[src/hw/rtl/rkb_div.sv]
// Radix-2 restoring signed divider, 64-bit dividend by 32-bit divisor, truncating.
module rkb_div (
	input  logic               clk,
	input  logic               arst_n,
	input  logic               start,
	input  logic signed [63:0] num,
	input  logic signed [31:0] den,
	output logic               done,
	output logic signed [63:0] quo
);

	logic        busy_q;
	logic        done_q;
	logic [5:0]  cnt_q;
	logic [32:0] rem_q;
	logic [32:0] dmag_q;
	logic [63:0] shf_q;
	logic        neg_q;
	logic [33:0] trial;
	logic [33:0] shifted;

	assign shifted = {rem_q, shf_q[63]};
	assign trial = shifted - {1'b0, dmag_q};

	always_ff @(posedge clk or negedge arst_n) begin
		if (!arst_n) begin
			busy_q <= 1'b0;
			done_q <= 1'b0;
			cnt_q <= '0;
		end else begin
			done_q <= 1'b0;
			if (start) begin
				busy_q <= 1'b1;
				cnt_q <= '0;
			end else if (busy_q) begin
				cnt_q <= cnt_q + 6'd1;
				if (cnt_q == 6'd63) begin
					busy_q <= 1'b0;
					done_q <= 1'b1;
				end
			end
		end
	end

	always_ff @(posedge clk) begin
		if (start) begin
			shf_q <= num[63] ? 64'(-num) : num;
			dmag_q <= den[31] ? 33'(-{den[31], den}) : {1'b0, den};
			rem_q <= '0;
			neg_q <= num[63] ^ den[31];
		end else if (busy_q) begin
			if (!trial[33]) begin
				rem_q <= trial[32:0];
				shf_q <= {shf_q[62:0], 1'b1};
			end else begin
				rem_q <= shifted[32:0];
				shf_q <= {shf_q[62:0], 1'b0};
			end
		end
	end

	assign done = done_q;
	assign quo = neg_q ? -$signed(shf_q) : $signed(shf_q);

endmodule

[config.mk]
export PLATFORM = sky130hd
export DESIGN_NAME = rkb_div
export DESIGN_NICKNAME = d
export VERILOG_FILES = /design/src/hw/rtl/rkb_div.sv
export SDC_FILE = /design/constraint.sdc
export NUM_CORES = 1
export LEC_CHECK = 0
export BUFFER_PORTS_ARGS = -buffer_cell sky130_fd_sc_hd__buf_2
export CORE_MARGIN = 1
export CORE_UTILIZATION = 27
export CTS_CLUSTER_DIAMETER = 60
export CTS_CLUSTER_SIZE = 40
export DETAILED_ROUTE_END_ITERATION = 6
export PLACE_DENSITY_LB_ADDON = 0.2
export SETUP_SLACK_MARGIN = 0.1
export SLEW_MARGIN = 10
export SYNTH_ARGS = -nofsm -noshare
export SYNTH_HDL_FRONTEND = slang
export SYNTH_SLANG_ARGS = --single-unit
[constraint.sdc]
create_clock -name clk -period 5.3 [get_ports clk]
set_clock_uncertainty 0.05 [all_clocks]
set_input_delay 0.795 -clock clk [delete_from_list [all_inputs] [get_ports clk]]
set_output_delay 0.795 -clock clk [all_outputs]
set_load 0.05 [all_outputs]
### Word level (Yosys, flattened, before mapping)

Index checks and enable logic that the tools add are counted.

* equal/unequal tests: 1
* bitwise operators: 1
* multiplexer cells: 15
* reductions and logical operators: 1
* $add $sub $neg: 5

Operators with widths (number)
* $mux W64: 4
* $neg A64 Y64: 2
* $sub A34 B33 Y34: 1
* $mux W33: 1
* $neg A33 Y33: 1
* $mux W31: 1
* $mux W6: 2
* $mux W1: 7
* $add A6 B1 Y6 const B: 1
* $eq A6 B6 Y1 const B: 1
* $reduce_bool A2 Y1: 1
* $xor A1 B1 Y1: 1

* output and inout port bits: 65
* flip-flop bits (word level): 139

### Longest topological paths before layout

Gate-level depths: netlist of the first run.

* depth after elaboration: 4
* mapped depth: 13
* mapped depth without buffers: 12

### Least setup slack after synthesis of the first run

OpenSTA, ideal clock, no wires.

* path kind: register to output
* from: reg shf_q[29]
* to: out quo[62]
* data required time: 4455 ps
* arrival time: 3639 ps
* stages on the path, launching flop included: 9
* slack: 816 ps
* cells stage by stage: edfxtp_1 or4_1 or4_1 or2_2 or3_4 or4_4 or3_4 o31ai_1 xnor2_1

* word-level cells in the longest chain between the ends: 2

Ends and longest elaborated chain
* start: declaration: line 17 `logic [63:0] shf_q;`
* start signal: assignment: line 47 `shf_q <= num[63] ? 64'(-num) : num;`
* start signal: assignment: line 54 `shf_q <= {shf_q[62:0], 1'b1};`
* start signal: assignment: line 57 `shf_q <= {shf_q[62:0], 1'b0};`
* $neg A64 Y64: line 63 `assign quo = neg_q ? -$signed(shf_q) : $signed(shf_q);`
* $mux W64: line 63
* end: declaration: line 9 `output logic signed [63:0] quo`

Every way passes these cells.

### Final worst setup path of the first run

* from: reg shf_q[30]
* to: out quo[62]

Same word-level chain as after synthesis.

==> results of run 1 <==
how the worst max path moves through the flow:
stage,end,slack [ns],from,cells past startpoint
after CTS,quo[62],0.18,shf_q[12],10
after detailed placement,quo[62],0.65,shf_q[12],10
final,quo[62],0.30,shf_q[30],9
after global placement,quo[60],0.67,shf_q[13],10
after floorplan,quo[62],0.82,shf_q[29],8
after global routing,quo[62],0.11,shf_q[29],9
state kept, by name (all words and copies together), names as in the netlist:
register,flops
rem_q,33
neg_q,1
done,1
busy_q,1
dmag_q,33
cnt_q,6
shf_q,64
placed cells by master (no fill, tap or decap), drive strengths merged, types with 32 or more instances in the layout:
master and instances:
edfxtp 98, buf 174, o21ai 81, nand2 103
xnor2 107, o31ai 45, nor2 127, or4 32
or3 35, dfxtp 33, ha 37, xor2 69
a21oi 111, inv 55
per-layer routing:
layer	vias to the layer above	global-route usage [%]
met3	33	3.06
met5	-	0
met2	200	23.8
li1	4725	-
met4	2	4.75
met1	4306	19.3
report_power, final:
| group | leakage, nW | internal, W | switching (W) |
|---|---|---|---|
| Clock | 0.269 | 0.000651 | 0.000463 |
| Combinational | 3.13 | 0.000901 | 0.00159 |
| Sequential | 1.36 | 0.00140 | 0.000200 |
what timing repair did:
| action | CTS | global route |
|---|---|---|
| setup endpoints to repair | 0 | 4 |
| setup buffers | 0 | 0 |
| gates resized for setup | 0 | 2 |
| hold endpoints to repair | 0 | 0 |
per-stage QoR:
| stage | util, % | instance area [sq um] | instances | setup slack [ns] | hold WS (ns) |
|---|---|---|---|---|---|
| floorplan | - | 10600 | 1220 | 0.816 | 0.409 |
| global placement | 30.8 | 11900 | 1850 | 0.674 | 0.429 |
| detailed placement | 30.8 | 11900 | 1850 | 0.648 | 0.430 |
| CTS | 32.2 | 12400 | 1882 | 0.182 | 0.126 |
| global route | 32.2 | 12500 | 1885 | 0.110 | 0.139 |
| finish | 32.2 | 12500 | 1886 | 0.304 | 0.148 |
layout make-up:
type | count | share of cell area (%)
flip-flops and latches | 139 | 30.5
clock buffers | 25 | 4.00
well taps | 518 | 5.20
repair buffers | 175 | 7.34
multi-input cells | 964 | 50.9
clock inverters | 7 | 0.321
inverters | 54 | 1.63
diodes | 4 | 0.0803
cells by family after synthesis:
| family | Yosys count | share of synthesized area [%] |
|---|---|---|
| fa+ha+maj | 38 | 4.56 |
| simple gates | 379 | 17.7 |
| flops | 139 | 35.9 |
| xor+xnor | 176 | 14.6 |
| buf+inv | 117 | 4.19 |
| other cells | 1 | 0.0354 |
| mux | 17 | 1.66 |
| compound gates | 353 | 21.3 |
==> out/qor.csv, run 1 <==
metric,value,unit
Cell variety after synth,60,
Met3 Wirelength,1.47,mm
Post-Syn Instances,1220,
syn nets,1357,
mean post-synth cell area,8.67,sq um
clock buffer count from CTS,17,
Vias/cell,4.91,
WL final,29.0,mm
DR WL met2,13.1,mm
crit path cell chain,or4_1 -> or4_1 -> or2_2 -> or3_4 -> or4_4 -> or3_4 -> o31ai_1 -> xnor2_1 -> buf_2,
DP HPWL,22.0,mm
mapped cell area,10600,sq um
critical path required time,4.45,ns
Reg2Reg Depth,13,
worst-path fanout max,5,
post-layout net count,1488,
Most used DFF post-synth,edfxtp_1,
fin crit share,94.3,%
number of synthesized flops with an enable pin,98,
Setup Crit Path Kind,flip-flop to output port,
Sink Count,139,
Clock transition at path regs,0.06,ns
synth cell count leaders,"nor2_1, a21oi_1, xnor2_1",
CP Data Arrival Time,4.15,ns
Antenna Violating Nets Remaining,0,
Tot Pwr,0.00520,W
Hold WC Path Type,primary input to asynchronous set/reset pin,
first-pass GRT wire length,45.8,mm
most common cell in the netlist,nor2_1,
top sig layer,met5,
actual slew at the worst max-slew pin,1.17,ns
Seq cells post-synth,139,
largest net degree at the start of global routing,90,
cell taking the most area after synthesis,edfxtp_1,
Synth area leaders,"edfxtp_1, xnor2_1, dfxtp_1",
Die Span X,200,microns
Sequential Area,3800,sq um
WL per Instance,15.4,microns
Maximum Capacitance Violations,0,
Power Density,417,nW/um^2
fmax,0.200,GHz
# hold bufs at CTS,0,
FILL cells,4045,
area growth from synthesis to layout,17.8,%
status,completed,
Leak Pwr,4.76,nW
Tot GR Track Use,14.6,%
H-tree level count,4,
YS warnings,0,
later-pin clock latency in the skew report,0.43,ns
"delay-heaviest family, CP",simple AND/OR/NAND/NOR gates,
unrepaired setup endpoints after global routing,false,
root buf cell,clkbuf_16,
Starting Density,27.4,%
Synth top area share,27.8,%
DRT iter0 DRCs,532,
die height,200,microns
Max IR drop VDD,0.000216,V
count of input and output buffers,163,
sequential share of the synthesized area,35.9,%
Crit-path slowest cell,or4_1,
CP peak stage delay,0.60,ns
worst reg2reg endpoint,rem_q[32],
Fin. Hold Viols,0,
layout cell share with drive strength beyond 1,16.9,%
Async SR Flop Fraction,5.76,%
GPL Wtd Cong,0.803,
multi-input logic area,6340,sq um
vias in the first global route,8758,
R2R Setup Slk,1.52,ns
routed length on met1,13.8,mm
R2R Path Start,shf_q[63],
Rows,72,
CP Capture Type,output port,
Final Setup Violations,0,
slew margin rel.,22.1,%
DRC viols,0,
Pre-antenna DRT Iters,5,
Bufs on Longest Clock Path,2,
Critical Path Start Type,flip-flop,
IO Count,164,
setup TNS,0,ns
fin. max-slew vios,0,
min Tclk post-route,5.00,ns
via count,9266,
initial antenna violation count,4,
Core Area,38600,sq um
CTS tree,built,
die area,40000,sq um
Bufs and invs on worst path,1,
total grt overflow,0,
(Power assumes the default switching activity.)
==> inputs of run 2 (changes only) <==
CORE_UTILIZATION = 35   (was 27)
==> run 2 against run 1 <==
  * Sequential power hardly changed
  * Clock-buffer cell count is 7 lower
  * Global-route usage grew 3.5 points
  * Critical path depth is the same
  * Worst setup slack worse by 0.011 ns
  * First-iteration DRC count is 30% higher
  * Final cell count is 7.0% lower
  * Design area decreased by 0.99%
  * Die area shrank 23%
  * Flip-flop and latch count unchanged
  * Via count rose by 0.47%
  * Sequential share of layout area rose by 0.31 points
  * Critical endpoint is now quo[58]
==> out/qor.csv, run 2 (same netlist as run 1, synthesis figures left out) <==
metric,value,unit,change
status,completed,,
Final Setup Violations,0,,unchanged
Critical Path Start Type,flip-flop,,
WL final,28.0,mm,-3.7%
DP HPWL,21.0,mm,-4.4%
Leak Pwr,4.75,nW,-0.20%
fin crit share,94.5,%,+0.20 points
"commonest non-fill, non-tap cell in the layout",buf_2,,
DRC viols,0,,unchanged
Hold WS,0.160,ns,+0.0117 ns
most frequent cells in the layout,"buf_2, nor2_1, a21oi_1, xnor2_1, nand2_1",,
Crit-path slowest cell,or4_1,,
unrepaired setup endpoints after global routing,false,,
Die Span X,176,microns,-12%
first-pass GRT wire length,44.7,mm,-2.3%
slew margin rel.,29.0,%,+6.9 points
Tot Pwr,0.00529,W,+1.8%
area growth from synthesis to layout,16.6,%,
initial antenna violation count,3,,-1
min Tclk post-route,5.01,ns,+0.0108 ns
via count,9310,,+0.47%
clock buffer count from CTS,17,,unchanged
Hold WC Path Type,primary input to asynchronous set/reset pin,,
# hold bufs at CTS,0,,unchanged
post-layout net count,1484,,-0.27%
Sequential Area,3800,sq um,unchanged
CP peak stage delay,0.59,ns,about the same
Clock transition at path regs,0.07,ns,about the same
largest registers,"shf_q (64), dmag_q (33), rem_q (33)",,
Setup Crit Path Kind,flip-flop to output port,,
Power Density,429,nW/um^2,+2.8%
worst reg2reg endpoint,rem_q[32],,
die height,176,microns,-12%
CP Data Arrival Time,4.16,ns,about the same
H-tree level count,4,,unchanged
critical path required time,4.45,ns,about the same
Vias/cell,5.31,,+8.0%
layout cell share with drive strength beyond 1,17.1,%,+0.27 points
worst-path fanout max,5,,unchanged
Max IR drop VDD,0.000209,V,-3.2%
Starting Density,35.6,%,+8.2 points
R2R Setup Slk,1.60,ns,+0.08 ns
"delay-heaviest family, CP",simple AND/OR/NAND/NOR gates,,
Core Area,29700,sq um,-23%
Sink Count,139,,unchanged
root buf cell,clkbuf_16,,
actual slew at the worst max-slew pin,1.07,ns,-0.104 ns
CP Capture Type,output port,,
Tot GR Track Use,18.1,%,+3.5 points
vias in the first global route,8615,,-1.6%
total grt overflow,0,,unchanged
Maximum Capacitance Violations,0,,unchanged
GPL Wtd Cong,0.846,,+5.3%
multi-input logic area,6350,sq um,+0.16%
Pre-antenna DRT Iters,5,,unchanged
DRT iter0 DRCs,689,,+30%
largest net degree at the start of global routing,86,,-4.4%
CTS tree,built,,
fin. max-slew vios,0,,unchanged
fmax,0.200,GHz,-0.22%
Fin. Hold Viols,0,,unchanged
setup TNS,0,ns,unchanged
crit path cell chain,or4_1 -> or4_1 -> or2_2 -> or3_4 -> or4_4 -> or3_4 -> o41ai_2 -> xnor2_1 -> buf_2,,
R2R Path Start,shf_q[63],,
later-pin clock latency in the skew report,0.43,ns,about the same
FILL cells,2978,,-26%
Antenna Violating Nets Remaining,0,,unchanged
Rows,63,,-13%
Bufs on Longest Clock Path,2,,unchanged
count of input and output buffers,163,,unchanged
Reg2Reg Depth,13,,unchanged
Bufs and invs on worst path,1,,unchanged
"Most flops, register",shf_q,,
die area,30900,sq um,-23%
IO Count,164,,unchanged
WL per Instance,15.9,microns,+3.5%
number of flip-flops under the largest register name,64,,unchanged
## run 2: cell types whose count changed in the layout (fill, tap and decap cells not counted), moves of 2 or more
| cell | before | now |
|---|---|---|
| clkinvlp_4 | 0 | 4 |
| clkinv_4 | 1 | 3 |
| bufinv_16 | 0 | 2 |
| clkbuf_1 | 6 | 1 |
| clkbuf_16 | 19 | 17 |
| clkinv_2 | 5 | 0 |
| inv_6 | 0 | 4 |
| o31ai_2 | 0 | 2 |
| buf_4 | 12 | 8 |
| o31ai_1 | 45 | 43 |
## run 2: metal layers
layer  routed length [microns]  up-vias  GRT usage, %
li1                          -     4728             -
met1                     13300     4317          24.2
met2                     12800      224          29.4
met3                      1300       39          3.05
met4                       596        2          6.41
met5                         8        -             0
## run 2: how the worst max path moves through the flow
| stage | startpoint | to | slack [ns] | cells after the start |
|---|---|---|---|---|
| after global placement | shf_q[13] | quo[62] | 0.71 | 10 |
| after detailed placement | shf_q[6] | quo[60] | 0.61 | 10 |
| after floorplan | shf_q[29] | quo[62] | 0.82 | 8 |
| after CTS | shf_q[6] | quo[60] | 0.15 | 10 |
| final | shf_q[29] | quo[58] | 0.29 | 9 |
| after global routing | shf_q[13] | quo[58] | 0.13 | 10 |
## run 2: repair_timing
| item | in CTS | in global routing |
|---|---|---|
| setup endpoints to repair | 0 | 4 |
| buffers inserted | 0 | 0 |
| gates resized for setup | 0 | 5 |
## run 2: final cells by class
| class | instances | share of cell area [%] |
|---|---|---|
| multi-input combinational | 964 | 51.5 |
| sequential | 139 | 30.8 |
| timing repair buffer | 171 | 7.19 |
| tap | 390 | 3.95 |
| clock buffer | 18 | 3.48 |
| inverter | 54 | 1.64 |
| clock inverter | 14 | 1.32 |
| antenna | 4 | 0.0811 |
## run 2: through the flow
step | cells | utilization, % | area (sq um) | worst slack (ns)
2_1_floorplan | 1220 | - | 10600 | 0.816
3_3_place_gp | 1718 | 39.4 | 11700 | 0.706
3_5_place_dp | 1718 | 39.4 | 11700 | 0.611
4_1_cts | 1750 | 41.4 | 12300 | 0.148
5_1_grt | 1752 | 41.5 | 12300 | 0.125
6_report | 1754 | 41.5 | 12300 | 0.293
## run 2: where the power goes
part / leakage [nW] / internal (W) / switching, W
combinational: 3.11 / 0.000892 / 0.00159
sequential: 1.36 / 0.00140 / 0.000194
clock: 0.276 / 0.000705 / 0.000519
==> inputs of run 3 (changes only) <==
clock period = 5.24 ns   (was 5.3 ns; I/O delays follow)
==> run 3 against run 2 <==
  * First-iteration DRC count down 9.7%
  * Routed wire length down 0.20%
  * Critical path depth increased by 1
  * Power grew 2.0%
  * Global-route usage decreased by 0.28 points
  * Critical path type unchanged
  * Largest cell class unchanged
==> out/qor.csv, run 3 (same netlist as run 1, synthesis figures left out) <==
metric,value,unit,change
clock buffer count from CTS,17,,unchanged
Antenna Violating Nets Remaining,0,,unchanged
"Most flops, register",shf_q,,
Clock transition at path regs,0.06,ns,about the same
via count,9345,,+0.38%
Critical Path Start Type,flip-flop,,
Final Core Density,41.6,%,+0.13 points
Int Pwr,0.00308,W,+2.9%
Sw Ratio,43.0,%,-0.49 points
vias in the first global route,8540,,-0.87%
root buf cell,clkbuf_16,,
Seq pwr share,29.8,%,-0.2 points
post-layout net count,1486,,+0.13%
largest net degree at the start of global routing,86,,unchanged
Core Area,29700,sq um,unchanged
Bufs on Longest Clock Path,2,,unchanged
min Tclk post-route,4.99,ns,
worst-path fanout max,7,,+2
Leak Pwr,4.77,nW,+0.52%
CP Data Arrival Time,4.15,ns,about the same
Die Span X,176,microns,unchanged
Hold WC Path Type,primary input to asynchronous set/reset pin,,
actual slew at the worst max-slew pin,1.09,ns,+0.0268 ns
Starting Density,35.6,%,unchanged
die area,30900,sq um,unchanged
clock power share,23.8,%,+0.7 points
WL final,27.9,mm,-0.20%
number of flip-flops under the largest register name,64,,unchanged
Fin. Hold Viols,0,,unchanged
Final Setup Violations,0,,unchanged
largest registers,"shf_q (64), dmag_q (33), rem_q (33)",,
GPL Wtd Cong,0.847,,+0.12%
die height,176,microns,unchanged
DRC viols,0,,unchanged
Max IR drop VDD,0.000177,V,-15%
setup ws final,0.250,ns,-0.0425 ns
unrepaired setup endpoints after global routing,false,,
initial antenna violation count,4,,+1
CP Capture Type,output port,,
Comb power frac,46.4,%,-0.4 points
Maximum Capacitance Violations,0,,unchanged
CTS tree,built,,
Setup Crit Path Kind,flip-flop to output port,,
IO Count,164,,unchanged
status,completed,,
Sink Count,139,,unchanged
Power Density,436,nW/um^2,+1.7%
area growth from synthesis to layout,17.0,%,
critical path required time,4.40,ns,-0.05 ns
R2R Setup Slk,1.62,ns,+0.02 ns
Tot GR Track Use,17.8,%,-0.28 points
Sw Pwr,0.00232,W,+0.86%
H-tree level count,4,,unchanged
total grt overflow,0,,unchanged
Vias/cell,5.32,,+0.26%
layout cell share with drive strength beyond 1,17.2,%,+0.048 points
slew margin rel.,27.2,%,-1.8 points
Reg2Reg Depth,13,,unchanged
Rows,63,,unchanged
most frequent cells in the layout,"buf_2, nor2_1, a21oi_1, xnor2_1, nand2_1",,
Pre-antenna DRT Iters,5,,unchanged
fin. max-slew vios,0,,unchanged
later-pin clock latency in the skew report,0.42,ns,about the same
fin crit share,95.2,%,
WL per Instance,15.9,microns,-0.32%
worst reg2reg endpoint,rem_q[32],,
"non-filler cells, final",1756,,+0.11%
DRT iter0 DRCs,622,,-9.7%
dpl ws,0.560,ns,-0.0511 ns
first-pass GRT wire length,44.1,mm,-1.4%
placed cell count,1718,,unchanged
setup TNS,0,ns,unchanged
R2R Path Start,shf_q[63],,
"commonest non-fill, non-tap cell in the layout",buf_2,,
fmax,0.200,GHz,
# hold bufs at CTS,0,,unchanged
count of input and output buffers,163,,unchanged
DP HPWL,21.0,mm,-0.20%
==> run 3: changes by cell type in the layout (fill, tap and decap cells not counted), sizes merged <==
cell      previous run  this run
buf                169       171
bufinv               2         3
clkinvlp             4         3
==> run 3: routing by layer <==
metal	routed length [microns]	global-route usage [%]	up-vias
met1	13200	24.1	4346
met5	8	0	-
met4	497	5.22	2
met3	1210	2.77	31
met2	13000	29.3	229
li1	-	-	4737
==> run 3: worst max-delay path by stage <==
stage | start | to | slack (ns) | cells after the start
floorplan | shf_q[29] | quo[62] | 0.77 | 8
global placement | shf_q[13] | quo[62] | 0.65 | 10
detailed placement | shf_q[12] | quo[60] | 0.56 | 10
CTS | shf_q[12] | quo[60] | 0.11 | 10
global route | shf_q[12] | quo[58] | 0.1 | 10
finish | shf_q[12] | quo[58] | 0.25 | 10
==> run 3: final cells by class <==
class / count / area, sq um
Sequential cell: 139 / 3800
Tap cell: 390 / 488
Fill cell: 3025 / 17300
Clock inverter: 14 / 188
Antenna cell: 4 / 10.0
Timing Repair Buffer: 173 / 905
Clock buffer: 18 / 429
Inverter: 54 / 203
Multi-Input combinational cell: 964 / 6350
==> run 3: critical path: stages (launching register included) <==
cell and delay, ns:
edfxtp_1 0.45, or4_4 0.56, nor3_2 0.23, nand4_1 0.15, or3_4 0.40, or3_4 0.42, or4_4 0.46, or3_4 0.38
o41ai_2 0.25, xnor2_1 0.16, buf_2 0.28
==> run 3: power by group through the flow <==
stage	logic (W)	clock network [W]	registers, W
floorplan	0.00195	0	0.00157
global placement	0.00248	0	0.00162
detailed placement	0.00248	0	0.00163
CTS	0.00250	0.00132	0.00161
global route	0.00275	0.00136	0.00164
finish	0.00250	0.00128	0.00161
==> run 3: timing repair <==
action,4_1_cts,5_1_grt
endpoints found under the hold margin,0,0
resized for setup,0,6
setup endpoints to repair,0,4
setup buffers,0,2
==> run 3: stage by stage <==
step,hold WS [ns],cell area [sq um],power (W)
final,0.147,12400,0.00540
after global placement,0.430,11700,0.00410
after CTS,0.133,12300,0.00543
after floorplan,0.409,10600,0.00352
after detailed placement,0.428,11700,0.00411
after global routing,0.138,12400,0.00575
